===== src/rtl/core/h264_picture_order_count_top_defines.svh =====
// Assertion macros shared by the picture order count RTL.
// Included by the modules that carry concurrent assertions; needs no other file.
`ifndef H264_PICTURE_ORDER_COUNT_TOP_DEFINES_SVH
`define H264_PICTURE_ORDER_COUNT_TOP_DEFINES_SVH

// Same-cycle implication, checked outside reset.
`define H264_POC_ASSERT_NOW(label, clk, rst_n, ante, cons, msg) \
    label: assert property (@(posedge clk) disable iff (!(rst_n)) (ante) |-> (cons)) \
        else $error(msg);

// Next-cycle implication, checked outside reset.
`define H264_POC_ASSERT_NEXT(label, clk, rst_n, ante, cons, msg) \
    label: assert property (@(posedge clk) disable iff (!(rst_n)) (ante) |=> (cons)) \
        else $error(msg);

`endif


===== src/rtl/core/h264_poc_div.sv =====
// Restoring serial divider, 32-bit dividend by 8-bit divisor, one bit per cycle.
// No dependencies; used by the top level for the offset cycle position.
module h264_poc_div (
    input  logic        i_clk,
    input  logic        i_rst_n,
    input  logic        i_start,
    input  logic [31:0] i_dividend,
    input  logic [7:0]  i_divisor,
    output logic        o_done,
    output logic [31:0] o_quotient,
    output logic [7:0]  o_remainder
);

    logic        r_busy;
    logic        r_done;
    logic [4:0]  r_step;
    logic [31:0] r_quo;
    logic [7:0]  r_rem;
    logic [7:0]  r_div;
    logic [8:0]  trial;
    logic [8:0]  trial_sub;
    logic        trial_ge;

    assign trial     = {r_rem, r_quo[31]};
    assign trial_ge  = trial >= {1'b0, r_div};
    assign trial_sub = trial - {1'b0, r_div};

    always_ff @(posedge i_clk) begin
        if (!i_rst_n) begin
            r_busy <= 1'b0;
            r_done <= 1'b0;
            r_step <= '0;
        end else begin
            r_done <= 1'b0;
            if (i_start) begin
                r_busy <= 1'b1;
                r_step <= '0;
                r_quo  <= i_dividend;
                r_rem  <= '0;
                r_div  <= i_divisor;
            end else if (r_busy) begin
                r_quo  <= {r_quo[30:0], trial_ge};
                r_rem  <= trial_ge ? trial_sub[7:0] : trial[7:0];
                r_step <= r_step + 5'd1;
                if (r_step == 5'd31) begin
                    r_busy <= 1'b0;
                    r_done <= 1'b1;
                end
            end
        end
    end

    assign o_done      = r_done;
    assign o_quotient  = r_quo;
    assign o_remainder = r_rem;

endmodule


===== config.mk =====
export PLATFORM = sky130hd
export DESIGN_NAME = h264_poc_div
export DESIGN_NICKNAME = d
export VERILOG_FILES = /design/src/rtl/core/h264_picture_order_count_top_defines.svh /design/src/rtl/core/h264_poc_div.sv
export SDC_FILE = /design/constraint.sdc
export NUM_CORES = 1
export LEC_CHECK = 0
export ABC_AREA = 1
export BUFFER_PORTS_ARGS = -buffer_cell sky130_fd_sc_hd__buf_2
export CAP_MARGIN = 20
export CORE_ASPECT_RATIO = 0.9
export CORE_MARGIN = 2
export CORE_UTILIZATION = 46
export CTS_CLUSTER_DIAMETER = 200
export DETAILED_ROUTE_END_ITERATION = 10
export PLACE_DENSITY_LB_ADDON = 0.1
export SLEW_MARGIN = 10
export SYNTH_ARGS = -nofsm -noshare
export SYNTH_HDL_FRONTEND = slang
export SYNTH_SLANG_ARGS = --single-unit

===== constraint.sdc =====
create_clock -name i_clk -period 2.39 [get_ports i_clk]
set_clock_uncertainty 0.05 [all_clocks]
set_input_delay 0.1195 -clock i_clk [delete_from_list [all_inputs] [get_ports i_clk]]
set_output_delay 0.1195 -clock i_clk [all_outputs]
set_load 0.01 [all_outputs]

* Word-level counts from Yosys, hierarchy flattened
Cells that the tools add are included.
** Storage, ports and cells
- Register bits :: 55
- Latch bits :: 0
- Memory bits (writable) :: 0
- Bits in read-only memories :: 0
- Input port bits :: 43
- Output and inout port bits :: 41
- Logic and storage cells :: 25
- Memories kept :: 0
** Cells by class
- Add/sub/neg operators :: 2
- Multiply operators :: 0
- Divide/modulo/power cells :: 0
- Order comparisons :: 1
- Eq/ne operators :: 1
- Shift-type cells :: 0
- Muxes and demuxes :: 8
- Bitwise operators :: 2
- Reduce and logical (&&, ||, !) cells :: 5
** Operators by type and width (number)
- 32-bit 2-to-1 mux :: 2
- 8-bit 2-to-1 mux :: 2
- 9-bit by 8-bit greater-or-equal comparator with 1-bit output :: 1
- 8-bit subtractor :: 1
- 5-bit by 1-bit adder with 5-bit output, second input constant :: 1
- 5-bit equality test, second input constant :: 1
- 1-bit 2-to-1 mux :: 4
- 2-bit AND reduction :: 2
- 3-bit OR reduction :: 1
- 1-bit inverter :: 2
- 2-bit nonzero test :: 1
- 2-bit OR reduction :: 1

* Longest topological paths before layout
Gate-level depths: netlist of the first run.
- Depth after elaboration :: 4
- Gate-level depth with buffers :: 12

* Worst setup path after synthesis of the first run
OpenSTA, ideal clock, no wires.
- Path type :: register to register
- Start point :: register r_rem[2] (netlist: o_remainder[2])
- End point :: register r_rem[4] (netlist: o_remainder[4]), data pin
- Data arrival time :: 1.593 ns
- Data required time :: 2.088 ns
- Slack :: 0.495 ns
- Cell stages (with the launch flop) :: 11
- Cells stage by stage :: edfxtp_1 > ha_1 > nand2_2 > inv_1 > nand2_1 > nand2_1 > nand2_1 > nand4_4 > buf_6 > nor2_2 > nor2_2
** On the way
- Cells in the longest elaborated chain, start to end :: 3
- Elaborated cells on any way between the ends :: 4
- Those cells by class :: add/sub (1); order compare (1); mux (2)
** RTL lines
- from (decl) :: RTL line h264_poc_div.sv:18 : logic [7:0] r_rem;
- from (signal assigned) :: RTL line h264_poc_div.sv:43 : r_rem <= trial_ge ? trial_sub[7:0] : trial[7:0];
- 8-bit subtractor or 9-bit by 8-bit greater-or-equal comparator with 1-bit output (tied branches) :: RTL line h264_poc_div.sv:26, h264_poc_div.sv:25
- 8-bit 2-to-1 mux (*) :: RTL line h264_poc_div.sv:43
- 8-bit 2-to-1 mux (*) :: RTL line h264_poc_div.sv:41 : end else if (r_busy) begin
Every way passes the cells marked *; elsewhere a longest branch is shown, timed or not. The select of a mux whose other input is x is not followed.
A chain may end at the register's enable or synchronous reset.

* Worst setup path in the final report of the first run
- Start point :: register r_rem[3] (netlist: o_remainder[3])
- End point :: register r_rem[5] (netlist: o_remainder[5]), data pin
The elaborated chain is that of the path after synthesis.

==> results by stage, run 1 <==
Cells and area:
- The share of layout cells above drive strength 1 is 0.287.
- The net count of the finished layout is 474.
- The filler-free cell count of the finished design is 493.
- The layout overhead on the synthesized area is 24.2%.
- The most common library cell in the layout ignoring fill and taps is sky130_fd_sc_hd__nand2_1.
- The number of inserted diodes is 0.
- The final-layout fill cell count is 550.
- The top cell types in the final layout, fill and taps aside, are sky130_fd_sc_hd__nand2_1 (145), sky130_fd_sc_hd__buf_2 (83), sky130_fd_sc_hd__edfxtp_1 (48), sky130_fd_sc_hd__inv_1 (31), sky130_fd_sc_hd__nor2_1 (17).

Hold path:
- The worst hold path belongs to the class input port to flip-flop.

Worst setup path:
- The largest driver fanout on the critical path is 14.
- The critical path class is flip-flop to flip-flop.
- The startpoint type of the worst setup path is a flip-flop.
- STA puts the critical path data required time at 2420 ps.
- The nature of the critical path endpoint is a flip-flop.
- Data on the critical path arrives at its endpoint at 2060 ps.

Floorplan:
- In this run the core area contains 27 standard-cell rows.
- The placeable core area is 6050 um2.
- The floorplan die area is 6860 um2.
- The height of the chip is 78.8 um.
- Pin placement for this block handled 84 I/O pins.
- The starting density of the core is 0.473.
- The width of the chip is 87.1 um.

Drt:
- The via count is 2337.
- The initial DRC count is 102.
- The average routed wire per standard cell is 12.2 um.
- For this run, the detailed router's first-pass iteration total came to 4.
- The post-route DRC violation count is 0.
- Once detail routing completed, the nets flagged for antenna violations numbered 0.
- For this block, the routed nets add up to 6010 um of wire.
- The average vias per placed instance is 4.74.

STA:
- Measured against its own limit, the worst slew margin works out to 0.705.
- Setup repair after global routing left no endpoint under its margin.
- The clock period minus final worst setup slack is 2030 ps.
- The achievable clock frequency is 492 MHz.
- The measured slew at the worst slew-check pin is 441 ps.
- The setup violation total in the final timing report is 0.
- The final sum of negative setup slack is 0 ps.
- The number of pins exceeding their max-slew limit in the final report came to 0.
- The total count of hold-check failures in the final report was 0.
- Of the available clock period, the critical path in the final layout requires 0.850.

Global routing:
- The pin count of the biggest net entering global routing is 25.
- The global-route wire length before repair is 9760 um.
- The total overflow left after global routing is 0.
- For this run, the total global-route usage over all layers was measured as 0.183.
- The via count of the first global-routing pass is 2112.
- The number of antenna violations at the first check in global routing is 0.

Clock network:
- The clock transition at the registers of the reported paths is 110 ps.
- The total clock sinks is 55.
- Once the clock tree was built, the setup fixing pass inserted 0 buffers.
- The number of gates resized after cts is 0.
- Clock latency on the worst-skew pair, taken at its later pin, is 310 ps.
- The total CTS buffers is 5.
- TritonCTS built the clock tree.
- The H-tree was split into 2 levels.
- The longest clock path from root to sink contains 2 buffers.
- The cell at the root of the clock tree is sky130_fd_sc_hd__clkbuf_8.

Placement:
- Including well taps, the total number of placed cells is 476.
- The global placement routability congestion is 0.815.
- The half-perimeter wire length after placement is 4510 um.
- The count of buffers added on input and output ports is 83.

Synthesis:
- After synthesis, the cell types taking the most area are sky130_fd_sc_hd__edfxtp_1 (50%), sky130_fd_sc_hd__nand2_1 (19%), sky130_fd_sc_hd__dfxtp_1 (4.9%).
- Of the post-synthesis cell area, the dominant cell type holds 0.504.
- The synthesized instance count is 326.
- sky130_fd_sc_hd__edfxtp_1 takes more of the synthesized area than any other cell.
- The average instance in the mapped netlist occupies 8.77 um2.
- The number of nets in the synthesized netlist is 380.
- The sequential share of the synthesized area is 0.553.
- The cell area that synthesis handed to floorplanning was 2860 um2.
- The number of register bits inferred by synthesis is 55.
- The distinct cell type count after synthesis is 26.
- The number of synthesis warnings is 0.

Power:
- The ratio of total power to cell area is 661 nW/um2.
- VDD sags by at most 0.385 mV.
- The total leakage power is 1.76 nW.

Run:
- The tool flagged a number of max-cap violations equal to 0.

Run status:
- The run finished with clean final reports.
==> routing by layer <==
| layer | share of wire | global-route usage | vias up | routed length, um |
|---|---|---|---|---|
| li1 | - | - | 1223 | - |
| met1 | 0.45 | 0.247 | 1054 | 2730 |
| met2 | 0.48 | 0.295 | 53 | 2880 |
| met3 | 0.056 | 0.0385 | 7 | 337 |
| met4 | 0.010 | 0.0547 | 0 | 63 |
| met5 | 0 | 0 | - | 0 |
==> sequential cells by signal, indices dropped and copies added (netlist names) <==
signal       cells
o_done           1
o_quotient      32
o_remainder      8
r_busy           1
r_div            8
r_step           5
==> worst max-delay path, stage by stage, from the launching register on <==
cell and delay (ps):
sky130_fd_sc_hd__edfxtp_1 440, sky130_fd_sc_hd__ha_1 390, sky130_fd_sc_hd__nand2_2 120, sky130_fd_sc_hd__inv_1 40
sky130_fd_sc_hd__nand2_1 90, sky130_fd_sc_hd__nand2_1 60, sky130_fd_sc_hd__nand2_1 110, sky130_fd_sc_hd__nand4_4 260
sky130_fd_sc_hd__nor2_2 190, sky130_fd_sc_hd__nor2_2 50
==> synth_stat cells <==
cell type / instances
sky130_fd_sc_hd__a21oi_1: 5
sky130_fd_sc_hd__a21oi_4: 1
sky130_fd_sc_hd__a31oi_1: 1
sky130_fd_sc_hd__buf_4: 1
sky130_fd_sc_hd__buf_6: 1
sky130_fd_sc_hd__clkbuf_1: 7
sky130_fd_sc_hd__dfxtp_1: 7
sky130_fd_sc_hd__edfxtp_1: 48
sky130_fd_sc_hd__fa_1: 1
sky130_fd_sc_hd__ha_1: 10
sky130_fd_sc_hd__inv_1: 31
sky130_fd_sc_hd__inv_2: 3
sky130_fd_sc_hd__nand2_1: 146
sky130_fd_sc_hd__nand2_2: 7
sky130_fd_sc_hd__nand3_1: 10
sky130_fd_sc_hd__nand3_2: 1
sky130_fd_sc_hd__nand3b_1: 1
sky130_fd_sc_hd__nand4_1: 2
sky130_fd_sc_hd__nand4_4: 1
sky130_fd_sc_hd__nor2_1: 17
sky130_fd_sc_hd__nor2_2: 12
sky130_fd_sc_hd__nor3_1: 6
sky130_fd_sc_hd__o21ai_0: 2
sky130_fd_sc_hd__or2_1: 2
sky130_fd_sc_hd__xnor2_1: 1
sky130_fd_sc_hd__xor2_1: 2
==> final timing paths <==
| path | start | end | slack (ps) | cells past startpoint |
|---|---|---|---|---|
| max | o_remainder[3]$_SDFFCE_PP0P_ | o_remainder[5]$_SDFFCE_PP0P_ | 360 | 9 |
| min | i_dividend[15] | o_quotient[15]$_DFFE_PP_ | 20 | 3 |
| max reg2reg | o_remainder[3]$_SDFFCE_PP0P_ | o_remainder[5]$_SDFFCE_PP0P_ | 360 | 9 |
| min reg2reg | r_step[4]$_SDFFE_PP0P_ | r_step[4]$_SDFFE_PP0P_ | 440 | 2 |
==> through the flow <==
| step | utilization | total power [mW] | hold WS [ps] | area (um2) | worst slack (ps) |
|---|---|---|---|---|---|
| 6_report | 0.587 | 2.34 | 15.6 | 3550 | 358 |
| 5_1_grt | 0.587 | 2.49 | 8.82 | 3550 | 156 |
| 4_1_cts | 0.585 | 2.37 | 6.28 | 3540 | 335 |
| 3_5_place_dp | 0.556 | 1.81 | 248 | 3360 | 365 |
| 3_3_place_gp | 0.556 | 1.80 | 246 | 3360 | 364 |
| 2_1_floorplan | - | 1.62 | 168 | 2860 | 495 |
==> final cells by class <==
cell class	count	area, um2	area share
repair buffers	96	548	0.154
inverters	34	128	0.0360
flip-flops and latches	55	1580	0.446
multi-input cells	228	1110	0.312
clock inverters	3	26.3	0.00740
well taps	72	90.1	0.0254
clock buffers	5	68.8	0.0194
==> cells by family (layout without fill, tap and decap cells) <==
group,after synthesis,after routing,share of synthesized area
flip-flops,55,55,0.553
AND/OR/NAND/NOR,205,205,0.306
XOR/XNOR,3,3,0.00920
AO/OA/AOI/OAI,9,9,0.0201
adder cells (fa/ha/maj),11,11,0.0508
buffers and inverters,43,138,0.0604
==> repair_timing <==
action / CTS / global route
hold buffers: 8 / 1
endpoints found under the setup margin: 0 / 0
hold endpoints to repair: 8 / 1
==> where the power goes <==
group          internal [mW]  switching [mW]  total (mW)  leakage (nW)
Combinational          0.233           0.358       0.592          1.18
Sequential              1.15          0.0482        1.20         0.523
Clock                  0.217           0.336       0.553        0.0506
Total                   1.60           0.743        2.34          1.76
Power figures use the tool's default switching activity.
==> inputs of run 2 (changes only) <==
CORE_MARGIN = 5   (was 2)
SLEW_MARGIN = unset   (was 10)
clock period = 2.4 ns   (was 2.39 ns; I/O delays follow)
==> run 2 against run 1 <==
Against the previous run:
- worst setup slack worse by 16 ps
- highest routed layer unchanged
- power up 1.6%
- critical path depth unchanged
==> results by stage, run 2 (same netlist as run 1, synthesis figures left out) <==
Cells and area:
- The share of layout cells above drive strength 1 is 0.284 (was 0.287).
- The layout overhead on the synthesized area came to 24.0% (was 24.2%).
- The number of flip-flops in the largest register was 32 (unchanged).
- The number of inserted diodes came to 0 (unchanged).
- Highest-count cells in the layout ignoring fill and taps: sky130_fd_sc_hd__nand2_1 (145), sky130_fd_sc_hd__buf_2 (83), sky130_fd_sc_hd__edfxtp_1 (48), sky130_fd_sc_hd__inv_1 (31), sky130_fd_sc_hd__nor2_1 (17) (unchanged).
- The most common library cell in the layout ignoring fill and taps is sky130_fd_sc_hd__nand2_1 (unchanged).
- The final cell area excluding filler cells is 3540 um2 (was 3550 um2).
- The layout net count is 472 (was 474).
- The final standard cell utilization of the core is 0.583 (was 0.587).

STA:
- The measured slew at the worst slew-check pin is 399 ps (was 441 ps).
- The relative max-transition margin is 0.734 (was 0.705).
- The achievable clock frequency is 486 MHz (was 492 MHz).
- The setup slack after layout is 342 ps (was 358 ps).
- The ratio of final minimum period to clock period is 0.857 (was 0.850).
- The total count of hold-check failures in the final report came to 0 (unchanged).
- The clock period minus final worst setup slack is 2060 ps (was 2030 ps).
- The final sum of negative setup slack came to 0 ps (unchanged).
- Unrepaired setup endpoints after global routing: false (unchanged).
- The setup violation total in the final timing report is 0 (unchanged).
- The number of pins exceeding their max-slew limit in the final report came to 0 (unchanged).

Drt:
- The detailed-route wire length was 6340 um (was 6010 um).
- The post-route DRC violation count is 0 (unchanged).
- The via count is 2316 (was 2337).
- The average vias per placed instance is 4.72 (was 4.74).
- The initial DRC count is 88 (was 102).
- The detailed-routing iteration count for the pre-antenna-repair pass came to 5 (was 4).
- The average routed wire per standard cell is 12.9 um (was 12.2 um).
- The antenna violation net count after detailed routing is 0 (unchanged).

Run:
- The max-capacitance violation count is 0 (unchanged).

Global routing:
- The number of antenna violations at the first check in global routing is 0 (unchanged).
- The global-route wire length before repair is 10500 um (was 9760 um).
- The aggregate global routing overflow was 0 (unchanged).
- The overall track demand over capacity in global routing is 0.168 (was 0.183).
- The via count of the first global-routing pass came to 2278 (was 2112).
- The pin count of the biggest net entering global routing is 33 (was 25).

Clock network:
- The number of hold-repair buffers added at the cts stage was 8 (unchanged).
- The H-tree level count is 2 (unchanged).
- The post-CTS repair timing setup buffer count is 0 (unchanged).
- The number of gates resized after cts is 0 (unchanged).
- The cell at the root of the clock tree is sky130_fd_sc_hd__clkbuf_8 (unchanged).
- The total CTS buffers came to 5 (unchanged).
- The total clock sinks is 55 (unchanged).
- The clock latency on the worst-skew pair was 300 ps (was 310 ps).
- The clock tree from TritonCTS was done (unchanged).
- The deepest clock path buffer count is 2 (unchanged).
- The clock transition at the registers of the reported paths is 100 ps (was 110 ps).

Placement:
- The placed instance area came to 3360 um2 (about the same).
- The global placement routability congestion is 0.871 (was 0.815).
- The number of I/O port buffers is 83 (unchanged).
- The placement-stage worst setup slack is 353 ps (was 365 ps).
- The half-perimeter wire length after placement is 4810 um (was 4510 um).

Power:
- The total leakage power is 1.75 nW (was 1.76 nW).
- The share of power burned in combinational logic came to 0.248 (was 0.252).
- The total internal power is 1.68 mW (was 1.60 mW).
- The power share of the sequential group is 0.502 (was 0.512).
- The net switching power is 700 uW (was 743 uW).
- The largest vdd supply drop was 0.312 mV (was 0.385 mV).
- The share of total power consumed by net switching is 0.294 (was 0.317).
- The ratio of total power to cell area is 673 nW/um2 (was 661 nW/um2).
- The fraction of power consumed by the clock network is 0.250 (was 0.236).

Floorplan:
- The starting density of the core was 0.470 (was 0.473).
- The placeable core area came to 6080 um2 (was 6050 um2).
- The I/O pin count is 84 (unchanged).
- The floorplan die area is 7890 um2 (was 6860 um2).
- The width of the chip came to 93.1 um (was 87.1 um).
- The height of the chip is 84.8 um (was 78.8 um).
- The floorplan row count is 27 (unchanged).

Worst setup path:
- The largest driver fanout on the critical path is 14 (unchanged).
- The startpoint type of the worst setup path is a flip-flop (unchanged).
- The data required time of the critical path came to 2410 ps (was 2420 ps).
- The nature of the critical path endpoint is a flip-flop (unchanged).
- The setup slack of the worst register-to-register path is 340 ps (was 360 ps).
- The critical path class is flip-flop to flip-flop (unchanged).
- The arrival time reported for the critical path endpoint came to 2070 ps (was 2060 ps).

Hold path:
- The worst min-delay path category is input port to flip-flop (unchanged).

Run status:
- Status: completed (unchanged).
-- run 2: cell types whose count changed in the layout (fill, tap and decap cells not counted), sizes merged --
cell / previous run / this run
dlygate4sd3: 9 / 8
bufinv: 0 / 1
clkinv: 1 / 2
inv: 36 / 34
buf: 87 / 86
-- run 2: routing by layer --
metal  GRT usage  vias up  wire [um]
met1       0.223     1040       2860
met2       0.266       55       3000
met5           0        -          0
met4      0.0453        0         82
li1            -     1215          -
met3      0.0511        6        397
-- run 2: critical path, cell delays in order (launching register included) --
cell	delay, ps
sky130_fd_sc_hd__edfxtp_1	440
sky130_fd_sc_hd__ha_1	400
sky130_fd_sc_hd__nand2_2	110
sky130_fd_sc_hd__inv_1	40
sky130_fd_sc_hd__nand2_1	90
sky130_fd_sc_hd__nand2_1	60
sky130_fd_sc_hd__nand2_1	120
sky130_fd_sc_hd__nand4_4	270
sky130_fd_sc_hd__nor2_2	170
sky130_fd_sc_hd__nor2_1	70
-- run 2: worst paths after layout --
kind	cells after the start	to	from
worst max-delay path	9	o_remainder[2]$_SDFFCE_PP0P_	o_remainder[2]$_SDFFCE_PP0P_
worst max register to register	9	o_remainder[2]$_SDFFCE_PP0P_	o_remainder[2]$_SDFFCE_PP0P_
worst min register to register	2	r_step[4]$_SDFFE_PP0P_	r_step[4]$_SDFFE_PP0P_
worst min-delay path	3	o_quotient[8]$_DFFE_PP_	i_dividend[8]
-- run 2: per-stage QoR --
step	power [mW]	std cells	hold WS, ps
after global placement	1.79	475	247
after floorplan	1.62	326	169
after detailed placement	1.80	475	248
after global routing	2.54	491	14.1
after CTS	2.41	491	21.2
final	2.38	491	29.1
-- run 2: area by class of cell --
cell class                 instances  area, um2
multi-input combinational        228       1110
clock inverter                     3       38.8
fill                             565       2540
inverter                          34        128
clock buffer                       5       68.8
timing repair buffer              94        531
sequential                        55       1580
tap                               72       90.1
-- run 2: power groups by stage --
stage                     clock network (mW)  registers (mW)  logic [mW]
after floorplan                            0            1.25       0.369
after global placement                     0            1.22       0.576
after detailed placement                   0            1.22       0.585
after CTS                              0.614            1.20       0.596
after global routing                   0.662            1.21       0.666
final                                  0.596            1.20       0.590
